===== config.mk =====
export PLATFORM = sky130hd
export DESIGN_NAME = pwm_duty_temperature_decoder
export DESIGN_NICKNAME = d
export VERILOG_FILES = /design/src/pdtd_pkg.sv /design/src/pwm_duty_temperature_decoder.sv
export SDC_FILE = /design/constraint.sdc
export NUM_CORES = 1
export LEC_CHECK = 0
export ABC_AREA = 1
export BUFFER_PORTS_ARGS = -buffer_cell sky130_fd_sc_hd__buf_2
export CAP_MARGIN = 20
export CORE_ASPECT_RATIO = 1.5
export CORE_UTILIZATION = 40
export DETAILED_ROUTE_END_ITERATION = 8
export PLACE_DENSITY = 0.62
export RECOVER_POWER = 25
export SYNTH_ARGS = -nofsm -noshare
export SYNTH_HDL_FRONTEND = slang
export SYNTH_SLANG_ARGS = --single-unit

===== constraint.sdc =====
create_clock -name clk -period 4.5 [get_ports clk]
set_clock_uncertainty 0.1 [all_clocks]
set_input_delay 0.9 -clock clk [delete_from_list [all_inputs] [get_ports clk]]
set_output_delay 0.9 -clock clk [all_outputs]
set_load 0.05 [all_outputs]

===== src/pdtd_pkg.sv =====
`default_nettype none

package pdtd_pkg;

    localparam int CNT_W   = 16;
    localparam int CFG_W   = 16;
    localparam int PROD_W  = 2 * CNT_W;
    localparam int STEP_W  = $clog2(PROD_W);
    localparam int TEMP_W  = 16;
    localparam int CLAMP_W = 17;
    localparam int DIFF_W  = CLAMP_W + 1;

    localparam logic [CNT_W-1:0]   MODULUS_RST = 16'd65535;
    localparam logic [CFG_W-1:0]   GAIN_RST    = 16'd21277;
    localparam logic [CFG_W-1:0]   OFFSET_RST  = 16'd6809;
    localparam logic [CLAMP_W-1:0] Q_CLAMP     = 17'd100000;

    localparam logic signed [DIFF_W-1:0] TEMP_MAX = 18'sd32767;
    localparam logic signed [DIFF_W-1:0] TEMP_MIN = -18'sd32768;

    typedef enum logic [1:0] {
        MODE_PULSE  = 2'd0,
        MODE_PERIOD = 2'd1,
        MODE_READ   = 2'd2
    } mode_t;

    localparam logic [1:0] CFG_MODULUS = 2'd0;
    localparam logic [1:0] CFG_GAIN    = 2'd1;
    localparam logic [1:0] CFG_OFFSET  = 2'd2;

endpackage

`default_nettype wire


===== src/pwm_duty_temperature_decoder.sv =====
// Channel   Dir  tdata (low bit up)                 tuser (low bit up)
// s_*       in   capture_time[15:0], pin_level[16]  mode[1:0]
// m_*       out  temperature_centi[15:0]            data_ready[0], divide_fault[1]
// cfg_*     in   cfg_index selects register, cfg_data holds value
//
// A read with complete data and a nonzero period latches the intervals, runs
// 16 shift-add multiply and 32 restoring divide steps, then saturates and
// loads the output; any other read goes straight to loading the output.
// s_tready is low from a read until its result is loaded; capture beats are
// taken while a result waits in m_*.
// Reset clears times, marks and m_tvalid and loads the register defaults.
`default_nettype none

module pwm_duty_temperature_decoder
(
    input  wire logic                      clk,
    input  wire logic                      rst_n,

    input  wire logic                      s_tvalid,
    output logic                           s_tready,
    input  wire logic [23:0]               s_tdata,   // capture_time, pin_level, zero fill
    input  wire logic [1:0]                s_tuser,   // mode

    output logic                           m_tvalid,
    input  wire logic                      m_tready,
    output logic [15:0]                    m_tdata,   // temperature_centi
    output logic [1:0]                     m_tuser,   // data_ready, divide_fault

    input  wire logic                      cfg_we,
    input  wire logic [1:0]                cfg_index,
    input  wire logic [pdtd_pkg::CFG_W-1:0] cfg_data
);
    import pdtd_pkg::*;

    typedef enum logic [3:0] {
        ST_IDLE = 4'b0001,
        ST_MUL  = 4'b0010,
        ST_DIV  = 4'b0100,
        ST_FIN  = 4'b1000
    } state_t;

    localparam logic [STEP_W-1:0] MUL_LAST = STEP_W'(CNT_W - 1);
    localparam logic [STEP_W-1:0] DIV_LAST = STEP_W'(PROD_W - 1);

    function automatic logic [CNT_W-1:0] span(input logic [CNT_W-1:0] s,
                                              input logic [CNT_W-1:0] e,
                                              input logic [CNT_W-1:0] m);
        logic [CNT_W-1:0] d;
        if (e > s)
            d = e - s;
        else
            d = e + m - s;
        return d;
    endfunction

    state_t             state_reg, state_next;
    logic [STEP_W-1:0]  step_reg, step_next;

    logic [CNT_W-1:0]   modulus_reg;
    logic [CFG_W-1:0]   gain_reg, offset_reg;

    logic [CNT_W-1:0]   pulse_start_reg, pulse_start_next;
    logic [CNT_W-1:0]   pulse_end_reg, pulse_end_next;
    logic [CNT_W-1:0]   period_start_reg, period_start_next;
    logic [CNT_W-1:0]   period_end_reg, period_end_next;
    logic               pulse_done_reg, pulse_done_next;
    logic               period_phase_reg, period_phase_next;
    logic               period_done_reg, period_done_next;

    logic               ready_reg, ready_next;
    logic               fault_reg, fault_next;
    logic               out_valid_reg, out_valid_next;

    logic [PROD_W-1:0]  prod_reg, prod_next;
    logic [CNT_W-1:0]   rem_reg, rem_next;
    logic [CNT_W-1:0]   div_reg, div_next;
    logic [TEMP_W-1:0]  temp_reg, temp_next;
    logic [1:0]         flags_reg, flags_next;

    logic               accept;
    mode_t              mode;
    logic [CNT_W-1:0]   cap_time;
    logic               pin;
    logic [CNT_W-1:0]   high_time, period_time;
    logic [CNT_W:0]     mul_sum;
    logic [CNT_W:0]     trial;
    logic               trial_ge;
    logic               out_free;
    logic [CLAMP_W-1:0] q_clamped;
    logic signed [DIFF_W-1:0] diff;
    logic [TEMP_W-1:0]  temp_sat;

    assign s_tready = (state_reg == ST_IDLE);
    assign accept   = s_tvalid && s_tready;
    assign mode     = mode_t'(s_tuser);
    assign cap_time = s_tdata[CNT_W-1:0];
    assign pin      = s_tdata[CNT_W];

    assign high_time   = span(pulse_start_reg, pulse_end_reg, modulus_reg);
    assign period_time = span(period_start_reg, period_end_reg, modulus_reg);

    assign mul_sum  = {1'b0, prod_reg[PROD_W-1:CNT_W]} +
                      (prod_reg[0] ? {1'b0, gain_reg} : '0);
    assign trial    = {rem_reg, prod_reg[PROD_W-1]};
    assign trial_ge = (trial >= {1'b0, div_reg});

    assign out_free = !out_valid_reg || m_tready;

    assign q_clamped = (prod_reg > PROD_W'(Q_CLAMP)) ? Q_CLAMP : prod_reg[CLAMP_W-1:0];
    assign diff      = $signed({1'b0, q_clamped}) - $signed({2'b00, offset_reg});

    always_comb
    begin
        if (diff > TEMP_MAX)
            temp_sat = TEMP_MAX[TEMP_W-1:0];
        else if (diff < TEMP_MIN)
            temp_sat = TEMP_MIN[TEMP_W-1:0];
        else
            temp_sat = diff[TEMP_W-1:0];
    end

    always_comb
    begin
        state_next        = state_reg;
        step_next         = step_reg;
        pulse_start_next  = pulse_start_reg;
        pulse_end_next    = pulse_end_reg;
        period_start_next = period_start_reg;
        period_end_next   = period_end_reg;
        pulse_done_next   = pulse_done_reg;
        period_phase_next = period_phase_reg;
        period_done_next  = period_done_reg;
        ready_next        = ready_reg;
        fault_next        = fault_reg;
        out_valid_next    = out_valid_reg && !m_tready;
        prod_next         = prod_reg;
        rem_next          = rem_reg;
        div_next          = div_reg;
        temp_next         = temp_reg;
        flags_next        = flags_reg;

        unique case (state_reg)
            ST_IDLE:
            begin
                if (accept)
                begin
                    unique case (mode)
                        MODE_PULSE:
                        begin
                            pulse_done_next = 1'b0;
                            if (pin)
                                pulse_start_next = cap_time;
                            else
                            begin
                                pulse_end_next  = cap_time;
                                pulse_done_next = 1'b1;
                            end
                        end
                        MODE_PERIOD:
                        begin
                            period_done_next = 1'b0;
                            if (!period_phase_reg)
                            begin
                                period_start_next = cap_time;
                                period_phase_next = 1'b1;
                            end
                            else
                            begin
                                period_end_next   = cap_time;
                                period_phase_next = 1'b0;
                                period_done_next  = 1'b1;
                            end
                        end
                        MODE_READ:
                        begin
                            ready_next = pulse_done_reg && period_done_reg;
                            fault_next = 1'b0;
                            state_next = ST_FIN;
                            if (pulse_done_reg && period_done_reg)
                            begin
                                pulse_start_next  = '0;
                                pulse_end_next    = '0;
                                period_start_next = '0;
                                period_end_next   = '0;
                                pulse_done_next   = 1'b0;
                                period_done_next  = 1'b0;
                                prod_next         = {{CNT_W{1'b0}}, high_time};
                                div_next          = period_time;
                                rem_next          = '0;
                                step_next         = '0;
                                if (period_time == '0)
                                    fault_next = 1'b1;
                                else
                                    state_next = ST_MUL;
                            end
                        end
                        default:
                        begin
                        end
                    endcase
                end
            end
            ST_MUL:
            begin
                prod_next = {mul_sum, prod_reg[CNT_W-1:1]};
                step_next = step_reg + 1'b1;
                if (step_reg == MUL_LAST)
                begin
                    step_next  = '0;
                    state_next = ST_DIV;
                end
            end
            ST_DIV:
            begin
                rem_next  = trial_ge ? trial[CNT_W-1:0] - div_reg : trial[CNT_W-1:0];
                prod_next = {prod_reg[PROD_W-2:0], trial_ge};
                step_next = step_reg + 1'b1;
                if (step_reg == DIV_LAST)
                begin
                    step_next  = '0;
                    state_next = ST_FIN;
                end
            end
            ST_FIN:
            begin
                if (out_free)
                begin
                    out_valid_next = 1'b1;
                    temp_next      = (ready_reg && !fault_reg) ? temp_sat : '0;
                    flags_next     = {fault_reg, ready_reg};
                    state_next     = ST_IDLE;
                end
            end
        endcase
    end

    always_ff @(posedge clk or negedge rst_n)
    begin
        if (!rst_n)
        begin
            state_reg        <= ST_IDLE;
            step_reg         <= '0;
            modulus_reg      <= MODULUS_RST;
            gain_reg         <= GAIN_RST;
            offset_reg       <= OFFSET_RST;
            pulse_start_reg  <= '0;
            pulse_end_reg    <= '0;
            period_start_reg <= '0;
            period_end_reg   <= '0;
            pulse_done_reg   <= 1'b0;
            period_phase_reg <= 1'b0;
            period_done_reg  <= 1'b0;
            ready_reg        <= 1'b0;
            fault_reg        <= 1'b0;
            out_valid_reg    <= 1'b0;
        end
        else
        begin
            state_reg        <= state_next;
            step_reg         <= step_next;
            pulse_start_reg  <= pulse_start_next;
            pulse_end_reg    <= pulse_end_next;
            period_start_reg <= period_start_next;
            period_end_reg   <= period_end_next;
            pulse_done_reg   <= pulse_done_next;
            period_phase_reg <= period_phase_next;
            period_done_reg  <= period_done_next;
            ready_reg        <= ready_next;
            fault_reg        <= fault_next;
            out_valid_reg    <= out_valid_next;
            if (cfg_we)
            begin
                unique case (cfg_index)
                    CFG_MODULUS: modulus_reg <= cfg_data[CNT_W-1:0];
                    CFG_GAIN:    gain_reg    <= cfg_data;
                    CFG_OFFSET:  offset_reg  <= cfg_data;
                    default:
                    begin
                    end
                endcase
            end
        end
    end

    always_ff @(posedge clk)
    begin
        prod_reg  <= prod_next;
        rem_reg   <= rem_next;
        div_reg   <= div_next;
        temp_reg  <= temp_next;
        flags_reg <= flags_next;
    end

    assign m_tvalid = out_valid_reg;
    assign m_tdata  = temp_reg;
    assign m_tuser  = flags_reg;

`ifndef SYNTHESIS
    a_mul_to_div: assert property (@(posedge clk) disable iff (!rst_n)
        (state_reg == ST_MUL && step_reg == MUL_LAST) |=> (state_reg == ST_DIV))
        else $error("multiply did not hand over to divide");

    a_rem_below_div: assert property (@(posedge clk) disable iff (!rst_n)
        (state_reg == ST_DIV) |-> (div_reg != '0 && rem_reg < div_reg))
        else $error("divide remainder out of range");

    a_fault_flags: assert property (@(posedge clk) disable iff (!rst_n)
        (m_tvalid && m_tuser[1]) |-> (m_tuser[0] && m_tdata == '0))
        else $error("fault result without ready or with nonzero temperature");

    a_read_clears: assert property (@(posedge clk) disable iff (!rst_n)
        (accept && mode == MODE_READ && pulse_done_reg && period_done_reg)
        |=> (!pulse_done_reg && !period_done_reg && state_reg != ST_IDLE))
        else $error("read did not consume the captured data");
`endif

endmodule

`default_nettype wire

Word level (Yosys, flattened, before mapping)
Index checks and enable logic that the tools add are counted.
Word-level totals
  register bits after elaboration: 209
  latch bits: 0
  memory bits (writable): 0
  ROM bits: 0
  word-level logic and storage cells: 138
  memories: 0
Cells by class
  add/sub/neg operators: 10
  multiply operators: 0
  divide/modulo/power cells: 0
  $lt $le $gt $ge: 6
  equality and inequality tests: 21
  shifts and indexed selects: 0
  multiplexer cells: 47
  bitwise logic cells: 1
  reductions and logical operators: 32
Operators with widths (number)
  2-to-1 mux 16 bit: 12
  one-hot mux 16 bit (2 select lines): 5
  2-to-1 mux 32 bit: 3
  one-hot mux 32 bit (3 select lines): 1
  subtractor 16 bit: 5
  adder 16 bit: 2
  > comparator 16 bit: 2
  > comparator 32 x 17 -> 1 bit (second input constant): 1
  2-to-1 mux 4 bit: 7
  2-to-1 mux 5 bit: 5
  AND reduction 5 bit: 5
  AND reduction 4 bit: 5
  > comparator 18 x 16 -> 1 bit (second input constant): 1
  < comparator 18 x 16 -> 1 bit (second input constant): 1
  subtractor 17 x 16 -> 18 bit: 1
  adder 16 x 16 -> 17 bit: 1
  greater-or-equal comparator 17 x 16 -> 1 bit: 1
  2-to-1 mux 17 bit: 1
  zero test 16 bit: 1
  inequality test 2 bit (second input constant): 8
  one-hot mux 4 bit (4 select lines): 1
  2-to-1 mux 15 bit: 1
  one-hot mux 5 bit (3 select lines): 1
  2-to-1 mux 1 bit: 8
  other kinds (21): 38

Depth between registers and ports, before layout
  depth in word-level cells: 9
  depth in mapped cells: 25
  mapped depth without buffers: 24

Least setup slack after synthesis
Ideal clock, no wire load.
  path type: register -> register
  start point: register prod_reg[11]
  end point: register temp_reg[10] (netlist: m_tdata[10]), data pin
  library setup time: 0.270 ns
  arrival: 2.883 ns
  data required time: 4.130 ns
  path slack: 1.247 ns
  cell stages (with the launch flop): 24
  buffers on the path: 2
  clock period less this slack: 3.253 ns
  cells stage by stage: edfxtp_1 inv_1 nand3_1 nor3_1 o21ai_0 nand4_1 nand2_1 nand2_1 clkbuf_1 nor2_1 ha_1 a21oi_1 nand2_1 nand4_1 nand3_1 nand2_1 nand2_1 nand2_1 inv_1 nor3_2 inv_1 nand2_1 buf_2 a21oi_1
On the way
  word-level cells in the longest chain between the ends: 6
RTL lines
  from (decl): line pwm_duty_temperature_decoder.sv:74  | logic [PROD_W-1:0] prod_reg, prod_next;
  from (signal assigned): line pwm_duty_temperature_decoder.sv:287  | prod_reg <= prod_next;
  > comparator 32 x 17 -> 1 bit: line pwm_duty_temperature_decoder.sv:109  | assign q_clamped = (prod_reg > PROD_W'(Q_CLAMP)) ? Q_CLAMP : prod_reg[CLAMP_W-1:0];
  2-to-1 mux 17 bit *: line pwm_duty_temperature_decoder.sv:109
  subtractor 17 x 16 -> 18 bit *: line pwm_duty_temperature_decoder.sv:110  | assign diff = $signed({1'b0, q_clamped}) - $signed({2'b00, offset_reg});
  < comparator 18 x 16 -> 1 bit: line pwm_duty_temperature_decoder.sv:116  | else if (diff < TEMP_MIN)
  2-to-1 mux 16 bit: line pwm_duty_temperature_decoder.sv:116
  2-to-1 mux 15 bit *: line pwm_duty_temperature_decoder.sv:114  | if (diff > TEMP_MAX)
  to (signal assigned): line pwm_duty_temperature_decoder.sv:290  | temp_reg <= temp_next;
  to (decl): line pwm_duty_temperature_decoder.sv:77  | logic [TEMP_W-1:0] temp_reg, temp_next;
Mark *: on every way between the ends. The rest lies on a longest branch, timed or not.
A chain may end at the register's enable or synchronous reset.

Worst setup path after layout
  start point: register prod_reg[31]
  end point: register temp_reg[4] (netlist: m_tdata[4]), data pin
On the way
  word-level cells in the longest chain between the ends: 6
RTL lines (line)
  > comparator 32 x 17 -> 1 bit *: pwm_duty_temperature_decoder.sv:109
  2-to-1 mux 17 bit *: pwm_duty_temperature_decoder.sv:109
  subtractor 17 x 16 -> 18 bit *: pwm_duty_temperature_decoder.sv:110
  < comparator 18 x 16 -> 1 bit: pwm_duty_temperature_decoder.sv:116
  2-to-1 mux 16 bit: pwm_duty_temperature_decoder.sv:116
  2-to-1 mux 15 bit *: pwm_duty_temperature_decoder.sv:114
Marked as above.

==> summary.md <==
| Metric | Value |
|---|---|
| Initial antenna violation count | 0 |
| CP Cell Sequence | inv_1, nand4_1, nor4_2, buf_4, nand2_1, inv_1, nand2_1, ha_1, a21oi_1, a21boi_1, nor2_1, nor2_1, nand2_1, nand2_1, inv_1, nor3_2, inv_1, nand2_1, buf_4, a21oi_1 |
| Hold-fix buffers, CTS | 0 |
| Final period util | 0.827 |
| Total negative setup slack | 0 ns |
| RSZ-0062 raised after global routing | no |
| Max_cap viols | 1 |
| Most frequent cells in the layout | 576 x nand2_1, 414 x inv_1, 183 x o21ai_0 |
| Max Freq | 269 MHz |
| Mapped Nets | 2323 |
| Max reg flops | 32 |
| Drt first pass iters | 4 |
| Top cells by area, synth | edfxtp_1 16%, dfrtp_1 15%, nand2_1 14% |
| Violated checks | max-capacitance violations, max-slew violations |
| H-tree levels | 1 |
| Io pins | 69 |
| Max-slew violation count | 82 |
| Crit start category | flip-flop |
| Synth Cell Area | 15800 um^2 |
| Area growth syn-to-layout | 10.8% |
| WS Path Type | reg2reg |
| Clk buf depth | 3 |
| GRT Util Overall | 0.214 |
| Routability cong. | 0.886 |
| Sequential area share after synthesis | 0.360 |
| Worst-margin pin slew | 2.07 ns |
| Synth Area per Inst | 7.43 um^2 |
| Starting density of the core | 0.409 |
| CTS sink count | 209 |
| Synth top area share | 0.156 |
| EDFF count, synth | 82 |
| Final setup fails | 0 |
| Site row count | 88 |
| Pin count of the biggest net entering global routing | 82 |
| Final ANT Viol Nets | 0 |
| Die width | 164 um |
| Largest area contributor in the netlist | edfxtp_1 |
| Clk slew on worst S/H paths | 0.06 ns |
| DRC errors left | 0 |
| Worst slew margin | -0.379 |
| CP most frequent cell | nand2_1 |
| Worst path max stage delay | 0.43 ns |
| Detail Placement HPWL | 33700 um |
| Critical path's top delay family | simple AND/OR/NAND/NOR gates |
| Ys async rst share | 0.608 |
| Core area | 38600 um^2 |
| Antenna diode count | 0 |
| Synth warnings | 0 |
| Number of CTS-inserted buffers | 23 |
| Number of buffers added on ports | 61 |
| Vias per inst | 5.00 |
| Die ar. | 40300 um^2 |
| Post-CTS Resized | 0 |
| Worst path required time | 4.65 ns |
| Worst skew pair latency | 0.53 ns |
| Library cells used by synthesis | 51 |
| Routed wire length | 41800 um |
| Final Hold Viols | 0 |
| Flops & latches, synth | 209 |
| Root Buffer | clkbuf_16 |
| Worst Hold Class | reg2reg |
| First-pass GRT wire length | 67800 um |
| DRT iter0 DRCs | 639 |
| Die Y | 245 um |
| Final Net Count | 2384 |
| Worst-path fanout max | 15 |
| Slowest cell on the critical path | edfxtp_1 |
| Most common cell after layout, fill and taps aside | nand2_1 |
| Post-CTS setup buffer count | 0 |
| CP Capture Type | flip-flop |
| Vias in the first global route | 13649 |
| Status | finished, violations left |
| Synth Flop Type | dfrtp_1 |
| Tmin final | 3.72 ns |
| Layout cells sized above 1 | 0.0845 |
| Drt wl/cell | 15.5 um |
| Post-Syn Instances | 2124 |
| Routed vias | 13486 |
| Global route overflow | 0 |
| WP data arrival | 3.87 ns |
| CTS tree | built |
| Critical path buffers and inverters | 6 |
-- layout make-up --
cell class,instances,area (um^2)
multi-input cells,1450,8350
well taps,495,619
clock inverters,11,139
inverters,420,1580
clock buffers,30,676
flip-flops and latches,209,5680
repair buffers,81,454
fillers,3934,21100
-- cells in the mapped netlist, drive strengths merged (10+ instances only) --
cell / n
nor2: 120
nand2: 588
ha: 115
inv: 419
xnor2: 29
nand4: 23
o211ai: 11
nand3: 88
fa: 35
o22ai: 10
nor3: 15
dfstp: 32
edfxtp: 82
dfrtp: 95
a21oi: 120
o21ai: 192
clkbuf: 36
o221ai: 10
xor2: 40
-- final timing paths --
kind	start	end	slack, ns	cells past startpoint
min in group asynchronous	rst_n	pulse_end_reg[13]	0.84	1
max	prod_reg[31]	m_tdata[4]	0.78	20
min reg2reg	offset_reg[8]	offset_reg[8]	0.39	2
max in group asynchronous	rst_n	modulus_reg[4]	2.10	2
min	offset_reg[8]	offset_reg[8]	0.39	2
max reg2reg	prod_reg[31]	m_tdata[4]	0.78	20
-- kinds of logic (layout without fill, tap and decap cells) --
family / after synthesis / in the layout / synth area share
buf+inv: 465 / 542 / 0.112
xor+xnor: 69 / 69 / 0.0383
flops: 209 / 209 / 0.360
compound gates: 378 / 378 / 0.131
fa+ha+maj: 150 / 150 / 0.135
simple gates: 853 / 853 / 0.223
-- per-stage QoR --
stage | util | worst slack, ns | hold slack [ns] | instances | instance area (um^2)
2_1_floorplan | - | 1.25 | 0.347 | 2124 | 15800
3_3_place_gp | 0.431 | 0.795 | 0.369 | 2652 | 16700
3_5_place_dp | 0.431 | 0.798 | 0.374 | 2652 | 16700
4_1_cts | 0.452 | 0.765 | 0.324 | 2693 | 17500
5_1_grt | 0.453 | 0.418 | 0.404 | 2696 | 17500
6_report | 0.453 | 0.780 | 0.387 | 2696 | 17500
-- routing by layer --
layer  share of wire  routed length [um]  GRT usage
met2            0.52               21700      0.401
met3           0.030                1270     0.0182
met4           0.048                2020      0.105
met1            0.40               16900      0.239
met5               0                   0          0
-- worst register-to-register path, stage by stage (launching register included) --
cell and delay, ns:
edfxtp_1 0.43, inv_1 0.13, nand4_1 0.14, nor4_2 0.26
buf_4 0.19, nand2_1 0.12, inv_1 0.21, nand2_1 0.09
ha_1 0.34, a21oi_1 0.18, a21boi_1 0.22, nor2_1 0.06
nor2_1 0.08, nand2_1 0.09, nand2_1 0.07, inv_1 0.06
nor3_2 0.25, inv_1 0.07, nand2_1 0.07, buf_4 0.19
a21oi_1 0.10
Power is not shown: default switching activity piles up to over one toggle a cycle in this logic, so the estimate is an artifact.
